<file path="src/rtl/wscd_pkg.sv">
// Shared constants and codes for the window / slope / change detector.
package wscd_pkg;

  localparam int SAMPLE_WIDTH = 32;
  localparam int WORD_WIDTH   = 32;
  localparam int CFG_WIDTH    = (SAMPLE_WIDTH > WORD_WIDTH) ? SAMPLE_WIDTH : WORD_WIDTH;
  localparam int DELTA_WIDTH  = SAMPLE_WIDTH + 1;
  localparam int CMP_WIDTH    = SAMPLE_WIDTH + 2;
  localparam int REG_IDX_W    = 3;

  typedef logic [REG_IDX_W-1:0] reg_idx_t;

  localparam reg_idx_t REG_CONTROL_KIND    = 3'd0;
  localparam reg_idx_t REG_COMPARE_MODE    = 3'd1;
  localparam reg_idx_t REG_ABSOLUTE_DELTA  = 3'd2;
  localparam reg_idx_t REG_LOWER_LIMIT     = 3'd3;
  localparam reg_idx_t REG_UPPER_LIMIT     = 3'd4;
  localparam reg_idx_t REG_REFERENCE_LEVEL = 3'd5;
  localparam reg_idx_t REG_VALUE_ON_TRUE   = 3'd6;
  localparam reg_idx_t REG_VALUE_ON_FALSE  = 3'd7;

  typedef logic [1:0] code_t;

  localparam code_t KIND_WINDOW = 2'd0;
  localparam code_t KIND_SLOPE  = 2'd1;
  localparam code_t KIND_CHANGE = 2'd2;

  localparam code_t WIN_INSIDE   = 2'd0;
  localparam code_t SLOPE_RISING = 2'd0;
  localparam code_t CHG_GT       = 2'd0;
  localparam code_t CHG_GE       = 2'd1;
  localparam code_t CHG_LT       = 2'd2;
  localparam code_t CHG_LE       = 2'd3;

endpackage

</file>
<file path="src/rtl/window_slope_change_detector.sv">
// Window / level-crossing / change detector, top level.
//
//   channel  direction  handshake           payload
//   in       to block   in_valid, in_stall  sample
//   out      from block out_valid, out_stall out_word, condition_met
//   cfg      to block   cfg_write           cfg_index, cfg_data
//
// A request accepted into the input register passes through one
// compare/subtract stage into the result register. One request per cycle
// sustained while out_stall is low; in slope and change modes the single
// previous-sample register is updated as the result register loads.
// rst (synchronous) resets the handshake state, previous sample and config.
// in_stall rises only when both stages hold requests and out_stall is high.
module window_slope_change_detector
  import wscd_pkg::*;
(
  input  logic                          clk,
  input  logic                          rst,
  input  logic                          in_valid,
  output logic                          in_stall,
  input  logic signed [SAMPLE_WIDTH-1:0] sample,
  output logic                          out_valid,
  input  logic                          out_stall,
  output logic signed [WORD_WIDTH-1:0]   out_word,
  output logic                          condition_met,
  input  logic                          cfg_write,
  input  reg_idx_t                      cfg_index,
  input  logic [CFG_WIDTH-1:0]          cfg_data
);

  code_t                          control_kind;
  code_t                          compare_mode;
  logic                           absolute_delta;
  logic signed [SAMPLE_WIDTH-1:0] lower_limit;
  logic signed [SAMPLE_WIDTH-1:0] upper_limit;
  logic signed [SAMPLE_WIDTH-1:0] reference_level;
  logic signed [WORD_WIDTH-1:0]   value_on_true;
  logic signed [WORD_WIDTH-1:0]   value_on_false;
  logic signed [SAMPLE_WIDTH-1:0] prev_sample;

  logic                           s1_valid;
  logic signed [SAMPLE_WIDTH-1:0] s1_sample;
  logic                           s1_adv;
  logic                           in_accept;

  logic                           hit;
  logic                           keep_sample;
  logic signed [DELTA_WIDTH-1:0]  delta;
  logic [DELTA_WIDTH-1:0]         delta_mag;
  logic signed [DELTA_WIDTH-1:0]  lim_ext;
  logic [DELTA_WIDTH-1:0]         lim_mag;
  logic signed [CMP_WIDTH-1:0]    delta_cmp;
  logic signed [CMP_WIDTH-1:0]    lim_cmp;

  // Config register file
  always_ff @(posedge clk) begin
    if (rst) begin
      control_kind    <= KIND_WINDOW;
      compare_mode    <= WIN_INSIDE;
      absolute_delta  <= 1'b0;
      lower_limit     <= '0;
      upper_limit     <= '0;
      reference_level <= '0;
      value_on_true   <= WORD_WIDTH'(1);
      value_on_false  <= '0;
    end else if (cfg_write) begin
      unique case (cfg_index)
        REG_CONTROL_KIND:    control_kind    <= cfg_data[1:0];
        REG_COMPARE_MODE:    compare_mode    <= cfg_data[1:0];
        REG_ABSOLUTE_DELTA:  absolute_delta  <= cfg_data[0];
        REG_LOWER_LIMIT:     lower_limit     <= cfg_data[SAMPLE_WIDTH-1:0];
        REG_UPPER_LIMIT:     upper_limit     <= cfg_data[SAMPLE_WIDTH-1:0];
        REG_REFERENCE_LEVEL: reference_level <= cfg_data[SAMPLE_WIDTH-1:0];
        REG_VALUE_ON_TRUE:   value_on_true   <= cfg_data[WORD_WIDTH-1:0];
        REG_VALUE_ON_FALSE:  value_on_false  <= cfg_data[WORD_WIDTH-1:0];
        default: ;
      endcase
    end
  end

  // Handshake
  assign s1_adv    = s1_valid && (!out_valid || !out_stall);
  assign in_stall  = s1_valid && !s1_adv;
  assign in_accept = in_valid && !in_stall;

  always_ff @(posedge clk) begin
    if (rst) begin
      s1_valid <= 1'b0;
    end else if (in_accept) begin
      s1_valid <= 1'b1;
    end else if (s1_adv) begin
      s1_valid <= 1'b0;
    end
  end

  always_ff @(posedge clk) begin
    if (in_accept) begin
      s1_sample <= sample;
    end
  end

  // Delta formed one bit wider so it cannot wrap; magnitudes compared with a zero sign bit.
  always_comb begin
    delta     = DELTA_WIDTH'({s1_sample[SAMPLE_WIDTH-1], s1_sample})
              - DELTA_WIDTH'({prev_sample[SAMPLE_WIDTH-1], prev_sample});
    delta_mag = delta[DELTA_WIDTH-1] ? (~delta + 1'b1) : delta;
    lim_ext   = {reference_level[SAMPLE_WIDTH-1], reference_level};
    lim_mag   = lim_ext[DELTA_WIDTH-1] ? (~lim_ext + 1'b1) : lim_ext;
    if (absolute_delta) begin
      delta_cmp = {1'b0, delta_mag};
      lim_cmp   = {1'b0, lim_mag};
    end else begin
      delta_cmp = {delta[DELTA_WIDTH-1], delta};
      lim_cmp   = {lim_ext[DELTA_WIDTH-1], lim_ext};
    end
  end

  always_comb begin
    hit         = 1'b0;
    keep_sample = 1'b0;
    unique case (control_kind)
      KIND_WINDOW: begin
        if (compare_mode == WIN_INSIDE) begin
          hit = (s1_sample >= lower_limit) && (s1_sample < upper_limit);
        end else begin
          hit = (s1_sample <= lower_limit) || (s1_sample > upper_limit);
        end
      end
      KIND_SLOPE: begin
        keep_sample = 1'b1;
        if (compare_mode == SLOPE_RISING) begin
          hit = (prev_sample <= reference_level) && (s1_sample > reference_level);
        end else begin
          hit = (prev_sample > reference_level) && (s1_sample <= reference_level);
        end
      end
      KIND_CHANGE: begin
        keep_sample = 1'b1;
        unique case (compare_mode)
          CHG_GT:  hit = delta_cmp > lim_cmp;
          CHG_GE:  hit = delta_cmp >= lim_cmp;
          CHG_LT:  hit = delta_cmp < lim_cmp;
          CHG_LE:  hit = delta_cmp <= lim_cmp;
          default: hit = 1'b0;
        endcase
      end
      default: begin
        hit         = 1'b0;
        keep_sample = 1'b0;
      end
    endcase
  end

  always_ff @(posedge clk) begin
    if (rst) begin
      prev_sample <= '0;
    end else if (s1_adv && keep_sample) begin
      prev_sample <= s1_sample;
    end
  end

  // Result register
  always_ff @(posedge clk) begin
    if (rst) begin
      out_valid <= 1'b0;
    end else if (s1_adv) begin
      out_valid <= 1'b1;
    end else if (!out_stall) begin
      out_valid <= 1'b0;
    end
  end

  always_ff @(posedge clk) begin
    if (s1_adv) begin
      out_word      <= hit ? value_on_true : value_on_false;
      condition_met <= hit;
    end
  end

`ifndef SYNTHESIS
  a_stall_needs_item: assert property (@(posedge clk) disable iff (rst)
    in_stall |-> s1_valid && out_valid)
    else $error("input stalled without a held request");

  a_held_item_kept: assert property (@(posedge clk) disable iff (rst)
    s1_valid && !s1_adv |=> s1_valid && $stable(s1_sample))
    else $error("held request lost or changed");

  a_prev_moves_on_advance: assert property (@(posedge clk) disable iff (rst)
    !$past(rst) && !$stable(prev_sample) |-> $past(s1_adv))
    else $error("previous sample changed without a request");

  a_result_from_advance: assert property (@(posedge clk) disable iff (rst)
    $rose(out_valid) |-> $past(s1_adv))
    else $error("result appeared without a request");
`endif

endmodule
</file>
<file path="config.mk">
export PLATFORM = sky130hd
export DESIGN_NAME = window_slope_change_detector
export DESIGN_NICKNAME = d
export VERILOG_FILES = /design/src/rtl/wscd_pkg.sv /design/src/rtl/window_slope_change_detector.sv
export SDC_FILE = /design/constraint.sdc
export NUM_CORES = 1
export LEC_CHECK = 0
export ABC_AREA = 1
export BUFFER_PORTS_ARGS = -buffer_cell sky130_fd_sc_hd__buf_2
export CAP_MARGIN = 10
export CORE_UTILIZATION = 30
export DETAILED_ROUTE_END_ITERATION = 6
export SYNTH_ARGS = -nofsm -noshare
export SYNTH_HDL_FRONTEND = slang
export SYNTH_SLANG_ARGS = --single-unit
</file>
<file path="constraint.sdc">
create_clock -name clk -period 5 [get_ports clk]
set_input_delay 0.5 -clock clk [delete_from_list [all_inputs] [get_ports clk]]
set_output_delay 0.5 -clock clk [all_outputs]
set_load 0.005 [all_outputs]
</file>
==> parameters.txt <==
Parameter                              Value

Timing
  Pins over their slew limit    0
  Maximum clock frequency    209 MHz
  Transition time of the tightest slew-check pin    1.02 ns
  Setup repair after global routing missed its margin    true
  Number of failing setup endpoints in the final timing report    0
  Period Utilization, post-route    between 90% and 100%
  Slew Limit Headroom    a little under a third
  Endpoints failing hold    0
  Fin crit period    ~4.8 ns
  Layout Skew    between 0.008 and 0.009 ns

Route
  Vias per cell    around 4.8
  Iteration-0 DRC Markers    808
  DRT Pass-1 Iters    7
  Count of vias placed by the detailed router    around 16000
  Remaining antenna violation count    0
  Sum of routed wire length over all layers    slightly above 50000 microns
  Mean routed wirelength per cell    around 16 microns
  DRC violation count after routing    0

Global routing
  Global-route wire length before repair    80300 microns
  Largest net degree at the start of global routing    113
  Number of antenna violations at the first check in global routing    0
  Most utilized layer in the global route result    met2
  GRT met2 Usage    30.5%
  Global-route total usage across every layer    around 17%
  Via count of the first global-routing pass    15000
  Met1 usage    between 20 and 25%
  Grt total ovfl    0
  Met3 layer usage reported by global route    1.26%

Setup path
  Endpoint of the lowest-slack register-to-register path    out_word[4]
  Longest individual stage delay on the worst path    between 0.5 and 0.6 ns
  Register-to-register setup slack    about 0.22 ns
  Cell type of the slowest stage on the worst timing path    sky130_fd_sc_hd__fa_2
  Reg2Reg Depth    36
  Worst path most repeated cell    sky130_fd_sc_hd__nand2_1
  Critical Path Source Type    register
  Arrival time worst endpoint    approximately 5.1 ns
  WP data required    around 5.3 ns
  Critical path capture point type    register
  Maximum fanout along the worst path    8
  R2r startpoint    s1_sample[0]
  Kind of critical path    register to register

Placed design
  Half-perimeter wire length after detailed placement    38100 microns
  Placed cells    3231
  Port Buffers    roughly 110
  Routability-driven placement congestion ratio    0.957
  DP Area    around 19000 sq um

Worst hold path
  Worst min-delay path startpoint    sample[9]
  Worst Hold Path Cells    1
  Worst hold path class    input pin to register
  WHS Endpoint    s1_sample[9]

Synth
  Total standard cell area after synthesis    roughly 17000 sq um
  Register area share after synthesis    34.5%
  Count of flip-flops with a built-in enable after synthesis    65
  Number of warning messages in the yosys log    0
  Mapped Avg Cell Area    7.21 sq um
  Prevailing post-synth register cell    sky130_fd_sc_hd__dfxtp_1
  Cell count after synthesis    approximately 2400
  Number of distinct library cells after synthesis    43
  Syn Nets    ~2700
  Flops & latches, synth    roughly 260
  Share of synthesized flip-flops with an asynchronous set or reset    0%

Floorplanning
  X dimension of the die    between 200 and 250 microns
  Area of the die    around 58000 sq um
  Row count    slightly below 90
  Initial Utilization    30.4%
  Floorplan Core Area    approximately 56000 sq um
  I/O pin count    107
  DIE HEIGHT    approximately 240 microns

Final layout
  Final net count    2803
  Fraction of final layout cells sized beyond drive strength 1    16.2%
  Commonest non-fill, non-tap cell in the layout    sky130_fd_sc_hd__nand2_1
  Filler cells    5892
  Non-Filler Cell Area, Final    ~21000 sq um
  Final cell count without fillers    around 3300
  Number of antenna repair diodes    0
  Commonest cells after routing, fill and taps aside    445 x sky130_fd_sc_hd__nand2_1, 291 x sky130_fd_sc_hd__inv_1, 249 x sky130_fd_sc_hd__nor2_1, 229 x sky130_fd_sc_hd__a21oi_1, 228 x sky130_fd_sc_hd__o21ai_0
  Synthesis-to-layout area growth    20.3%

Job
  Max-cap violation count    0

Power and ir drop
  Cell leakage power    0.00901 uW
  Max IR drop VDD    0.293 mV
  Cell Pwr Density    276 nW/um^2

CTS
  CTS HTree Levels    1
  Number of hold buffers added after CTS    0
  Clock transition at the registers of the reported paths    about 0.07 ns
  Total clock buffers created by CTS    27
  Clock sink count    around 260
  TritonCTS clock tree    built
  CTS root buf    sky130_fd_sc_hd__clkbuf_16
  Clk Latency, worst-skew pair    0.55 ns
  Number of buffers between clock root and the deepest sink    3

Run status
  Outcome    complete, no violations
timing repair:
action | 4_1_cts | 5_1_grt
buffers inserted | 0 | 23
endpoints found under the setup margin | 0 | 33
resized for setup | 0 | 174
layer usage:
metal,vias up,routed length (microns)
met5,-,0
met4,0,1240
met3,85,1550
met2,269,25000
met1,7238,23900
li1,8145,-
logic make-up (layout without fill, tap and decap cells):
logic type,count (synthesis),after routing,synth area share [%]
simple gates,975,975,24.0
compound gates,508,508,15.3
buf+inv,380,545,8.45
flops,264,264,34.5
fa+ha+maj,201,201,14.7
xor+xnor,57,57,2.99
power by group:
| group | switching (uW) | internal, uW |
|---|---|---|
| Clock | 866 | 1090 |
| Sequential | 56.3 | 2280 |
| Combinational | 879 | 529 |
synth_stat cells, types with 10 or more instances:
| cell | instances | share of area, % |
|---|---|---|
| sky130_fd_sc_hd__ha_1 | 200 | 15 |
| sky130_fd_sc_hd__o21ai_0 | 231 | 6.7 |
| sky130_fd_sc_hd__nand3b_1 | 10 | 0.44 |
| sky130_fd_sc_hd__clkbuf_1 | 63 | 1.4 |
| sky130_fd_sc_hd__edfxtp_1 | 65 | 11 |
| sky130_fd_sc_hd__dfxtp_1 | 199 | 23 |
| sky130_fd_sc_hd__inv_1 | 296 | 6.5 |
| sky130_fd_sc_hd__nor2_1 | 274 | 6.0 |
| sky130_fd_sc_hd__nand2_1 | 487 | 11 |
| sky130_fd_sc_hd__nand4_1 | 34 | 1.2 |
| sky130_fd_sc_hd__xor2_1 | 47 | 2.4 |
| sky130_fd_sc_hd__nand3_1 | 103 | 3.0 |
| sky130_fd_sc_hd__a21oi_1 | 240 | 7.0 |
| sky130_fd_sc_hd__nor2_2 | 10 | 0.36 |
| sky130_fd_sc_hd__nand2_2 | 16 | 0.58 |
| sky130_fd_sc_hd__o21a_1 | 14 | 0.61 |
| sky130_fd_sc_hd__nor3_1 | 19 | 0.55 |
worst max-delay path, delay by kind of cell (launching register included):
family        cells  cell delay [ns]
fa+ha+maj         4             1.16
buf+inv           5             0.43
simple gates     27             2.55
flops             1             0.36
state kept, by name, summed over array words and instances, names as in the netlist, 32 cells and up:
signal	flops
lower_limit	32
out_word	32
prev_sample	32
reference_level	32
s1_sample	32
upper_limit	32
value_on_false	32
value_on_true	32
worst max-delay path by stage:
stage | startpoint | endpoint | cells after the start
after CTS | s1_sample[0] | out_word[8] | 35
after floorplan | s1_sample[0] | condition_met | 32
after global placement | s1_sample[0] | out_word[29] | 35
final | s1_sample[0] | out_word[4] | 36
after detailed placement | s1_sample[0] | out_word[8] | 37
after global routing | prev_sample[8] | out_word[0] | 36
per-stage QoR:
stage               power (uW)  hold WS, ns  setup TNS [ns]  worst slack, ns  util [%]
floorplan                 3190        0.430               0            0.764         -
global placement          3590        0.448               0            0.184      33.4
detailed placement        3590        0.453               0            0.133      33.4
CTS                       5550        0.104               0            0.103      34.8
global route              6000        0.112           -2.75           -0.102      36.6
finish                    5700        0.128               0            0.225      36.6
layout make-up:
cell class	count	area [sq um]	area share, %
clock inverters	11	83.8	0.405
clock buffers	38	747	3.61
well taps	756	946	4.57
inverters	308	1160	5.61
flip-flops and latches	264	5940	28.7
repair buffers	188	1260	6.11
multi-input cells	1741	10600	51.0
Power figures use the tool's default switching activity.
